<file path="src/sv/lruc_pkg.sv">
// ----------------------------------------------------------------------------
// lruc_pkg: shared types and constants of the two-way LRU cache tag engine
// Field widths, register indexes, reset costs and the payload structs.
// ----------------------------------------------------------------------------
package lruc_pkg;

  localparam int ADDR_W      = 20;
  localparam int VTAG_W      = 11;
  localparam int COST_W      = 11;
  localparam int HIT_COST_W  = 8;
  localparam int FILL_COST_W = 10;
  localparam int WB_COST_W   = 10;
  localparam int TOTAL_W     = 32;
  localparam int CFG_IDX_W   = 2;
  localparam int CFG_DATA_W  = 10;

  // Default geometry: 16 sets, 32-byte lines, 11-bit tags
  localparam int DEF_SET_BITS    = 4;
  localparam int DEF_OFFSET_BITS = 5;
  localparam int DEF_TAG_BITS    = 11;

  // Queue between classification and accounting
  localparam int QUEUE_DEPTH = 2;
  localparam int QPTR_W      = $clog2(QUEUE_DEPTH);
  localparam int QCNT_W      = $clog2(QUEUE_DEPTH + 1);

  // Configuration register indexes
  localparam logic [CFG_IDX_W-1:0] REG_HIT_COST  = 2'd0;
  localparam logic [CFG_IDX_W-1:0] REG_FILL_COST = 2'd1;
  localparam logic [CFG_IDX_W-1:0] REG_WB_COST   = 2'd2;

  localparam logic [HIT_COST_W-1:0]  HIT_COST_RST  = 8'd6;
  localparam logic [FILL_COST_W-1:0] FILL_COST_RST = 10'd120;
  localparam logic [WB_COST_W-1:0]   WB_COST_RST   = 10'd116;

  localparam logic CMD_READ  = 1'b0;
  localparam logic CMD_WRITE = 1'b1;

  localparam logic [TOTAL_W-1:0] TOTAL_MAX = '1;

  typedef struct packed {
    logic              command;
    logic [ADDR_W-1:0] address;
  } in_item_t;

  typedef struct packed {
    logic               hit;
    logic               way_used;
    logic               writeback;
    logic [VTAG_W-1:0]  victim_tag;
    logic [COST_W-1:0]  access_cycles;
    logic [TOTAL_W-1:0] total_cycles;
    logic [TOTAL_W-1:0] hit_count;
    logic [TOTAL_W-1:0] miss_count;
  } out_item_t;

  // Outcome of one lookup, handed from the front to the back
  typedef struct packed {
    logic              hit;
    logic              way_used;
    logic              writeback;
    logic [VTAG_W-1:0] victim_tag;
  } cls_t;

endpackage

</file>
<file path="src/sv/two_way_lru_writeback_cache_tags.sv">
// ----------------------------------------------------------------------------
// two_way_lru_writeback_cache_tags: 2-way set-associative write-back tag engine
// LRU replacement, dirty-victim detection, per-access cost and saturating totals.
// ----------------------------------------------------------------------------
// Usage:
//   in_*   : one read or write access per transfer (command, byte address).
//   out_*  : one result per access, in order: hit, way used, write-back flag
//            with the dirty victim's tag, cost of the access and the running
//            cycle, hit and miss totals after it.
//   cfg_*  : register writes (0 hit cost, 1 fill cost, 2 write-back cost);
//            always ready, other indexes are ignored. Write only while idle.
// Path: set RAM read, lookup, outcome queue, then the registered result.
// Accesses: each access reads its set entry from the set RAM and writes it back
//   on the next cycle, and the next access waits for that write, so a new
//   access is taken only after the previous one has left the lookup.
// Reset: costs return to 6/120/116 and totals to zero. A clearing pass then
//   zeroes all 2**SET_BITS sets of the set RAM (16 by default), one set per
//   cycle; in_ready stays low until it finishes.
// Stall: a stalled result holds in the output register while a two-entry
//   queue takes further outcomes; in_ready drops once that queue is full.
// ----------------------------------------------------------------------------
module two_way_lru_writeback_cache_tags import lruc_pkg::*; #(
  parameter int SET_BITS    = DEF_SET_BITS,
  parameter int OFFSET_BITS = DEF_OFFSET_BITS,
  parameter int TAG_BITS    = DEF_TAG_BITS
) (
  input  logic                  clk,
  input  logic                  rst_n,
  input  logic                  in_valid,
  output logic                  in_ready,
  input  in_item_t              in_item,
  output logic                  out_valid,
  input  logic                  out_ready,
  output out_item_t             out_item,
  input  logic                  cfg_valid,
  output logic                  cfg_ready,
  input  logic [CFG_IDX_W-1:0]  cfg_index,
  input  logic [CFG_DATA_W-1:0] cfg_data
);

  // Outcome path: front -> queue -> back
  logic push, q_full, q_valid, q_pop;
  cls_t push_data, q_data;

  // Lookup, LRU update and victim selection
  lruc_front #(
    .SET_BITS    (SET_BITS),
    .OFFSET_BITS (OFFSET_BITS),
    .TAG_BITS    (TAG_BITS)
  ) u_front (
    .clk       (clk),
    .rst_n     (rst_n),
    .in_valid  (in_valid),
    .in_ready  (in_ready),
    .in_item   (in_item),
    .push      (push),
    .push_data (push_data),
    .q_full    (q_full)
  );

  // Hold outcomes while the result side is stalled
  lruc_fifo u_fifo (
    .clk       (clk),
    .rst_n     (rst_n),
    .push      (push),
    .push_data (push_data),
    .full      (q_full),
    .q_valid   (q_valid),
    .q_data    (q_data),
    .pop       (q_pop)
  );

  // Charge costs, advance totals, drive the result register
  lruc_back u_back (
    .clk       (clk),
    .rst_n     (rst_n),
    .cfg_valid (cfg_valid),
    .cfg_ready (cfg_ready),
    .cfg_index (cfg_index),
    .cfg_data  (cfg_data),
    .q_valid   (q_valid),
    .q_data    (q_data),
    .q_pop     (q_pop),
    .out_valid (out_valid),
    .out_ready (out_ready),
    .out_item  (out_item)
  );

endmodule

</file>
<file path="src/sv/lruc_ram.sv">
// ----------------------------------------------------------------------------
// lruc_ram: generic single-write, single-read RAM
// One write port and one read port with registered read data.
// ----------------------------------------------------------------------------
module lruc_ram #(
  parameter int WIDTH = 8,
  parameter int DEPTH = 16
) (
  input  logic                     clk,
  input  logic                     we,
  input  logic [$clog2(DEPTH)-1:0] waddr,
  input  logic [WIDTH-1:0]         wdata,
  input  logic [$clog2(DEPTH)-1:0] raddr,
  output logic [WIDTH-1:0]         rdata
);

  logic [WIDTH-1:0] mem_r [DEPTH];
  logic [WIDTH-1:0] rdata_r;

  always_ff @(posedge clk) begin
    if (we) begin
      mem_r[waddr] <= wdata;
    end
    rdata_r <= mem_r[raddr];
  end

  assign rdata = rdata_r;

endmodule

</file>
<file path="src/sv/lruc_front.sv">
// ----------------------------------------------------------------------------
// lruc_front: lookup and replacement front end
// Clears the set RAM after reset, then reads a set per access, compares
// both ways, writes back the updated set entry and queues the outcome.
// ----------------------------------------------------------------------------
module lruc_front import lruc_pkg::*; #(
  parameter int SET_BITS    = DEF_SET_BITS,
  parameter int OFFSET_BITS = DEF_OFFSET_BITS,
  parameter int TAG_BITS    = DEF_TAG_BITS
) (
  input  logic     clk,
  input  logic     rst_n,
  input  logic     in_valid,
  output logic     in_ready,
  input  in_item_t in_item,
  output logic     push,
  output cls_t     push_data,
  input  logic     q_full
);

  localparam int SET_COUNT = 1 << SET_BITS;
  localparam int LINE_W    = ADDR_W - OFFSET_BITS;
  localparam int ENTRY_W   = 2 * TAG_BITS + 5;
  // Set entry layout
  localparam int E_LRU  = 0;
  localparam int E_V0   = 1;
  localparam int E_V1   = 2;
  localparam int E_D0   = 3;
  localparam int E_D1   = 4;
  localparam int E_TAG0 = 5;
  localparam int E_TAG1 = 5 + TAG_BITS;

  localparam logic [1:0] F_CLEAR = 2'd0;
  localparam logic [1:0] F_IDLE  = 2'd1;
  localparam logic [1:0] F_LOOK  = 2'd2;

  logic [1:0]          st_r, st_nxt;
  logic [SET_BITS-1:0] clr_idx_r;
  logic                cmd_r;
  logic [SET_BITS-1:0] set_r;
  logic [TAG_BITS-1:0] tag_r;

  logic [LINE_W-1:0]          line;
  logic [LINE_W+TAG_BITS-1:0] line_ext;
  logic [SET_BITS-1:0]        in_set;
  logic [TAG_BITS-1:0]        in_tag;
  logic                       accept;

  logic                ram_we;
  logic [SET_BITS-1:0] ram_waddr;
  logic [ENTRY_W-1:0]  ram_wdata;
  logic [ENTRY_W-1:0]  rd;
  logic [ENTRY_W-1:0]  upd;

  logic                v0, v1, d0, d1, lru;
  logic [TAG_BITS-1:0] t0, t1, vtag;
  logic                hit0, hit1, hit, way, wb;
  logic [TAG_BITS+VTAG_W-1:0] vtag_ext;

  assign line     = in_item.address[ADDR_W-1:OFFSET_BITS];
  assign line_ext = {{TAG_BITS{1'b0}}, line};
  assign in_set   = line[SET_BITS-1:0];
  assign in_tag   = line_ext[SET_BITS +: TAG_BITS];

  assign in_ready = (st_r == F_IDLE) && !q_full;
  assign accept   = in_valid && in_ready;

  lruc_ram #(
    .WIDTH (ENTRY_W),
    .DEPTH (SET_COUNT)
  ) u_set_ram (
    .clk   (clk),
    .we    (ram_we),
    .waddr (ram_waddr),
    .wdata (ram_wdata),
    .raddr (in_set),
    .rdata (rd)
  );

  // Decode the set entry read at acceptance
  assign lru = rd[E_LRU];
  assign v0  = rd[E_V0];
  assign v1  = rd[E_V1];
  assign d0  = rd[E_D0];
  assign d1  = rd[E_D1];
  assign t0  = rd[E_TAG0 +: TAG_BITS];
  assign t1  = rd[E_TAG1 +: TAG_BITS];

  // Way 0 wins when both match
  assign hit0 = v0 && (t0 == tag_r);
  assign hit1 = !hit0 && v1 && (t1 == tag_r);
  assign hit  = hit0 || hit1;
  assign way  = hit ? hit1 : lru;
  assign wb   = !hit && (way ? (v1 && d1) : (v0 && d0));
  assign vtag = way ? t1 : t0;
  assign vtag_ext = {{VTAG_W{1'b0}}, vtag};

  always_comb begin
    upd = rd;
    if (hit) begin
      if (cmd_r == CMD_WRITE) begin
        if (way) upd[E_D1] = 1'b1;
        else     upd[E_D0] = 1'b1;
      end
    end else begin
      if (way) begin
        upd[E_TAG1 +: TAG_BITS] = tag_r;
        upd[E_V1]               = 1'b1;
        upd[E_D1]               = cmd_r;
      end else begin
        upd[E_TAG0 +: TAG_BITS] = tag_r;
        upd[E_V0]               = 1'b1;
        upd[E_D0]               = cmd_r;
      end
    end
    upd[E_LRU] = ~way;
  end

  assign ram_we    = (st_r == F_CLEAR) || (st_r == F_LOOK);
  assign ram_waddr = (st_r == F_CLEAR) ? clr_idx_r : set_r;
  assign ram_wdata = (st_r == F_CLEAR) ? '0 : upd;

  assign push                 = (st_r == F_LOOK);
  assign push_data.hit        = hit;
  assign push_data.way_used   = way;
  assign push_data.writeback  = wb;
  assign push_data.victim_tag = wb ? vtag_ext[VTAG_W-1:0] : '0;

  always_comb begin
    st_nxt = st_r;
    case (st_r)
      F_CLEAR: begin
        if (clr_idx_r == '1) st_nxt = F_IDLE;
      end
      F_IDLE: begin
        if (accept) st_nxt = F_LOOK;
      end
      F_LOOK: begin
        st_nxt = F_IDLE;
      end
      default: begin
        st_nxt = F_CLEAR;
      end
    endcase
  end

  always_ff @(posedge clk) begin
    if (!rst_n) begin
      st_r      <= F_CLEAR;
      clr_idx_r <= '0;
    end else begin
      st_r <= st_nxt;
      if (st_r == F_CLEAR) clr_idx_r <= clr_idx_r + 1'b1;
    end
  end

  always_ff @(posedge clk) begin
    if (accept) begin
      cmd_r <= in_item.command;
      set_r <= in_set;
      tag_r <= in_tag;
    end
  end

`ifndef SYNTHESIS
  a_accept_look: assert property (@(posedge clk) disable iff (!rst_n)
    accept |=> (st_r == F_LOOK))
    else $error("front did not enter lookup after acceptance");
  a_look_once: assert property (@(posedge clk) disable iff (!rst_n)
    (st_r == F_LOOK) |=> (st_r == F_IDLE) && !push)
    else $error("lookup lasted more than one cycle");
  a_wb_on_miss: assert property (@(posedge clk) disable iff (!rst_n)
    (push && push_data.writeback) |-> !push_data.hit)
    else $error("write-back flagged on a hit");
`endif

endmodule

</file>
<file path="src/sv/lruc_fifo.sv">
// ----------------------------------------------------------------------------
// lruc_fifo: short queue of lookup outcomes
// Decouples the lookup front from the accounting back end.
// ----------------------------------------------------------------------------
module lruc_fifo import lruc_pkg::*; (
  input  logic clk,
  input  logic rst_n,
  input  logic push,
  input  cls_t push_data,
  output logic full,
  output logic q_valid,
  output cls_t q_data,
  input  logic pop
);

  cls_t              mem_r [QUEUE_DEPTH];
  logic [QPTR_W-1:0] wptr_r, rptr_r;
  logic [QCNT_W-1:0] count_r;
  logic              do_push, do_pop;

  assign full    = (count_r == QCNT_W'(QUEUE_DEPTH));
  assign q_valid = (count_r != '0);
  assign q_data  = mem_r[rptr_r];
  assign do_push = push && !full;
  assign do_pop  = pop && q_valid;

  always_ff @(posedge clk) begin
    if (!rst_n) begin
      wptr_r  <= '0;
      rptr_r  <= '0;
      count_r <= '0;
    end else begin
      if (do_push) begin
        wptr_r <= (wptr_r == QPTR_W'(QUEUE_DEPTH - 1)) ? '0 : wptr_r + 1'b1;
      end
      if (do_pop) begin
        rptr_r <= (rptr_r == QPTR_W'(QUEUE_DEPTH - 1)) ? '0 : rptr_r + 1'b1;
      end
      if (do_push && !do_pop) count_r <= count_r + 1'b1;
      else if (do_pop && !do_push) count_r <= count_r - 1'b1;
    end
  end

  always_ff @(posedge clk) begin
    if (do_push) mem_r[wptr_r] <= push_data;
  end

`ifndef SYNTHESIS
  a_no_overflow: assert property (@(posedge clk) disable iff (!rst_n)
    push |-> !full)
    else $error("outcome pushed into a full queue");
`endif

endmodule

</file>
<file path="src/sv/lruc_back.sv">
// ----------------------------------------------------------------------------
// lruc_back: cost accounting and result register
// Holds the cost registers, charges each outcome and keeps saturating totals.
// ----------------------------------------------------------------------------
module lruc_back import lruc_pkg::*; (
  input  logic                  clk,
  input  logic                  rst_n,
  input  logic                  cfg_valid,
  output logic                  cfg_ready,
  input  logic [CFG_IDX_W-1:0]  cfg_index,
  input  logic [CFG_DATA_W-1:0] cfg_data,
  input  logic                  q_valid,
  input  cls_t                  q_data,
  output logic                  q_pop,
  output logic                  out_valid,
  input  logic                  out_ready,
  output out_item_t             out_item
);

  logic [HIT_COST_W-1:0]  hit_cost_r;
  logic [FILL_COST_W-1:0] fill_cost_r;
  logic [WB_COST_W-1:0]   wb_cost_r;

  logic [TOTAL_W-1:0] cyc_total_r, cyc_total_nxt;
  logic [TOTAL_W-1:0] hit_total_r, hit_total_nxt;
  logic [TOTAL_W-1:0] miss_total_r, miss_total_nxt;
  logic               out_valid_r;
  out_item_t          out_item_r;

  logic [COST_W-1:0]  cost;
  logic [TOTAL_W:0]   cyc_sum;

  assign cfg_ready = 1'b1;
  assign q_pop     = q_valid && (!out_valid_r || out_ready);

  assign cost = q_data.hit ? COST_W'(hit_cost_r)
              : COST_W'(fill_cost_r) + (q_data.writeback ? COST_W'(wb_cost_r) : '0);
  assign cyc_sum = {1'b0, cyc_total_r} + (TOTAL_W + 1)'(cost);

  always_comb begin
    cyc_total_nxt  = cyc_sum[TOTAL_W] ? TOTAL_MAX : cyc_sum[TOTAL_W-1:0];
    hit_total_nxt  = hit_total_r;
    miss_total_nxt = miss_total_r;
    if (q_data.hit) begin
      if (hit_total_r != TOTAL_MAX) hit_total_nxt = hit_total_r + 1'b1;
    end else begin
      if (miss_total_r != TOTAL_MAX) miss_total_nxt = miss_total_r + 1'b1;
    end
  end

  always_ff @(posedge clk) begin
    if (!rst_n) begin
      hit_cost_r  <= HIT_COST_RST;
      fill_cost_r <= FILL_COST_RST;
      wb_cost_r   <= WB_COST_RST;
    end else if (cfg_valid && cfg_ready) begin
      case (cfg_index)
        REG_HIT_COST:  hit_cost_r  <= cfg_data[HIT_COST_W-1:0];
        REG_FILL_COST: fill_cost_r <= cfg_data[FILL_COST_W-1:0];
        REG_WB_COST:   wb_cost_r   <= cfg_data[WB_COST_W-1:0];
        default: begin
        end
      endcase
    end
  end

  always_ff @(posedge clk) begin
    if (!rst_n) begin
      cyc_total_r  <= '0;
      hit_total_r  <= '0;
      miss_total_r <= '0;
      out_valid_r  <= 1'b0;
    end else begin
      if (q_pop) begin
        cyc_total_r  <= cyc_total_nxt;
        hit_total_r  <= hit_total_nxt;
        miss_total_r <= miss_total_nxt;
        out_valid_r  <= 1'b1;
      end else if (out_ready) begin
        out_valid_r <= 1'b0;
      end
    end
  end

  always_ff @(posedge clk) begin
    if (q_pop) begin
      out_item_r.hit           <= q_data.hit;
      out_item_r.way_used      <= q_data.way_used;
      out_item_r.writeback     <= q_data.writeback;
      out_item_r.victim_tag    <= q_data.victim_tag;
      out_item_r.access_cycles <= cost;
      out_item_r.total_cycles  <= cyc_total_nxt;
      out_item_r.hit_count     <= hit_total_nxt;
      out_item_r.miss_count    <= miss_total_nxt;
    end
  end

  assign out_valid = out_valid_r;
  assign out_item  = out_item_r;

`ifndef SYNTHESIS
  a_totals_hold: assert property (@(posedge clk) disable iff (!rst_n)
    !q_pop |=> $stable(cyc_total_r) && $stable(hit_total_r) && $stable(miss_total_r))
    else $error("totals moved without a charged access");
`endif

endmodule
</file>
<file path="config.mk">
export PLATFORM = sky130hd
export DESIGN_NAME = two_way_lru_writeback_cache_tags
export DESIGN_NICKNAME = d
export VERILOG_FILES = /design/src/sv/lruc_pkg.sv /design/src/sv/two_way_lru_writeback_cache_tags.sv /design/src/sv/lruc_ram.sv /design/src/sv/lruc_front.sv /design/src/sv/lruc_fifo.sv /design/src/sv/lruc_back.sv
export SDC_FILE = /design/constraint.sdc
export NUM_CORES = 1
export LEC_CHECK = 0
export ABC_AREA = 1
export BUFFER_PORTS_ARGS = -buffer_cell sky130_fd_sc_hd__buf_2
export CORE_ASPECT_RATIO = 1.25
export CORE_UTILIZATION = 50
export CTS_CLUSTER_SIZE = 24
export DETAILED_ROUTE_END_ITERATION = 8
export MAX_ROUTING_LAYER = met4
export PLACE_DENSITY = 0.66
export SLEW_MARGIN = 20
export SYNTH_ARGS = -nofsm -noshare
export SYNTH_HDL_FRONTEND = slang
export SYNTH_SLANG_ARGS = --single-unit
</file>
<file path="constraint.sdc">
create_clock -name clk -period 6.8 [get_ports clk]
set_clock_uncertainty 0.1 [all_clocks]
set_input_delay 1.7 -clock clk [delete_from_list [all_inputs] [get_ports clk]]
set_output_delay 1.7 -clock clk [all_outputs]
set_load 0.01 [all_outputs]
</file>
==> results.cfg <==
[critical_path]
rr_worst_depth = 28
path_max_fanout = 41
regToRegSetupSlack_ns = 1.71
cpMaxStageDelayCell = nand2_2
cpPeakStageDelay_ns = 0.72
crit_path_frequent_cell = inv_1
worstPathArrival_ns = 5.50
worstSetupPathType = flip-flop to flip-flop
worstSetupStartpointType = flip-flop
r2r-end = u_back.cyc_total_r[12]$_SDFFE_PN0P_
end_kind = flip-flop
cp_top_family = simple AND/OR/NAND/NOR gates
cp_num_buf_inv = 8
worstPathRequired_ns = 7.21

[sta]
fin_crit_sh = 0.748
worstMarginPinSlew_ns = 1.13
rsz0062_at_grt = no
fmax_mhz = 197
period_minus_slack_ns = 5.09
hold_viol = 0
setup_violations = 0
fin_setup_tns_ns = 0
maxSlewViolCount = 0
slew_headroom = 0.245

[min_path]
hp-start = u_back.wb_cost_r[3]$_SDFFE_PN0P_
holdPathEnd = u_back.wb_cost_r[3]$_SDFFE_PN0P_
hold_depth = 2
hold_class = flip-flop to flip-flop

[synthesis]
synth_top_flop_cell = edfxtp_1
async_reset_ff_frac = 0
synth_top_cell_by_area = edfxtp_1
synth_area_mm2 = 0.0345
post_synth.cell_area_avg_um2 = 9.93
netlist_top_cells_area = edfxtp_1 52%, dfxtp_1 9.5%, nand2_1 7.7%
ys_types = 49
synth_top_cell_area_share = 0.520
synthesis.nets = 3535
synthCells = 3470
synth-edff-count = 597
yosys_warnings = 0
ys_ff_latch = 760
yosysSeqAreaShare = 0.615

[cts]
insertion_delay_ns = 0.62
cts_tree = built
post_cts_resized = 0
path_clk_slew_ns = 0.06
cts_setup_buffers = 0
hold_buffers = 0
cts_root_buffer = clkbuf_16
numClockSinks = 760
htree_num_levels = 3
cts_buffer_depth = 3
cts_buffers = 76

[floorplanning]
fp.dieW_um = 237
start_util = 0.506
num_rows = 107
die_h_um = 296
die_area_mm2 = 0.0700
pin_count = 162
core_area_mm2 = 0.0681

[global_route]
grt_overflow = 0
grt_max_degree = 205
antenna_found_initial = 2
grt_pass1_vias = 22500
grt_pass1_wl_um = 128000
grt_use_total = 0.244

[power_and_ir_drop]
share_comb_of_total_power = 0.256
pwr-share-seq = 0.458
p_leak_nw = 15.7
p_clk_frac = 0.286
power_switching_share = 0.334
p_total_w = 0.0144
power_density_mw_per_mm2 = 373
p_int_w = 0.00957
p_switching_w = 0.00480
vdd_drop_max_uv = 302

[layout]
final_cells = 4524
n_fill_cell = 5806
final_util = 0.565
syn_to_final_growth_pct = 11.8
drive_gt1_frac = 0.110
mostFrequentLayoutCell = nand2_1
final_cell_mix = 702 x nand2_1, 597 x edfxtp_1, 428 x inv_1
nets = 3652

[detailed_routing]
dr.pass1.iters = 5
dr_total_vias = 24400
drt-total-wl_um = 82600
vias_per_cell = 5.38
drcViolationCount = 0
ant_nets = 0
routedWlPerCell_um = 18.3
drt_iter0_drc = 2158

[run]
cap_violations = 0

[outcome]
status = complete, no violations

[place]
portBuffers = 155
gp_congestion = 0.937
dpl.hpwl_um = 50700
dp_cells = 4380
==> registers in the layout, summed over array words and instances (netlist names), 11 cells and up, named ones only <==
name                     flops
u_back.out_item            121
u_front.u_set_ram.rdata     27
u_front.tag_r               11
u_front.u_set_ram.mem_r    432
u_back.cyc_total_r          32
u_fifo.mem_r                28
u_back.miss_total_r         32
u_back.hit_total_r          32
==> Yosys cell counts, drive strengths merged, types with 12 or more instances <==
cell type    n
a21oi      204
buf         77
clkbuf      75
dfxtp      163
edfxtp     597
ha          25
inv        439
mux2i      108
nand2      723
nand3      214
nand4       27
nor2       311
nor3        28
o211ai     123
o21ai      285
o21bai      12
xor2        29
==> final cells by class <==
type	instances	area, um2	area share
repair buffers	191	1100	0.0285
well taps	872	1090	0.0283
inverters	443	1670	0.0432
clock inverters	36	339	0.00880
multi-input cells	2115	11000	0.286
flip-flops and latches	760	21200	0.550
diodes	2	5.00	0.000130
clock buffers	105	2100	0.0546
==> worst register-to-register path, delay by kind of cell, from the launching register on <==
kind / cells / cell delay (ns)
compound gates: 6 / 1.10
fa+ha+maj: 3 / 0.80
buf+inv: 8 / 0.79
flops: 1 / 0.31
simple gates: 11 / 1.91
==> power by group through the flow <==
stage	Combinational (W)	Sequential, W	Clock, W
3_5_place_dp	0.00368	0.00666	0
4_1_cts	0.00370	0.00657	0.00419
3_3_place_gp	0.00362	0.00666	0
6_report	0.00368	0.00658	0.00411
5_1_grt	0.00415	0.00666	0.00438
2_1_floorplan	0.00242	0.00673	0
==> cell families (layout without fill, tap and decap cells) <==
| family | after synthesis | in the layout | share of synthesized area |
|---|---|---|---|
| and+or+nand+nor | 1313 | 1313 | 0.162 |
| DFF | 760 | 760 | 0.615 |
| AOI/OAI and AO/OA | 629 | 629 | 0.102 |
| buffers and inverters | 595 | 775 | 0.0692 |
| muxes | 108 | 108 | 0.0314 |
| xor gates and xnor gates | 37 | 37 | 0.00962 |
| adders and majority gates | 27 | 27 | 0.0102 |
| other | 1 | 3 | 0.000109 |
==> worst max-delay path by stage <==
stage,to,cells past startpoint,slack [ns],start
after CTS,u_back.cyc_total_r[12]$_SDFFE_PN0P_,28,1.68,flip-flop
after global placement,u_back.cyc_total_r[12]$_SDFFE_PN0P_,28,1.77,flip-flop
after global routing,u_back.cyc_total_r[12]$_SDFFE_PN0P_,28,1.22,flip-flop
after detailed placement,u_back.cyc_total_r[12]$_SDFFE_PN0P_,28,1.69,flip-flop
final,u_back.cyc_total_r[12]$_SDFFE_PN0P_,28,1.71,flip-flop
after floorplan,u_back.out_item[0]$_DFFE_PP_,4,0.55,out_ready
==> metal layers <==
layer / up-vias / global-route usage / wire length (um)
met5: - / - / 0
met4: 0 / 0.0800 / 2120
met3: 136 / 0.0303 / 4200
met2: 646 / 0.407 / 40700
met1: 11600 / 0.308 / 35600
li1: 12000 / - / -
==> through the flow <==
step	setup slack [ns]	hold slack, ns	area (um2)
after global placement	1.77	0.337	36000
after global routing	1.22	0.387	38500
after CTS	1.68	0.357	38500
after detailed placement	1.69	0.347	36000
final	1.71	0.355	38500
after floorplan	0.552	0.326	34500
No activity file was read; power rests on OpenSTA's default activity.
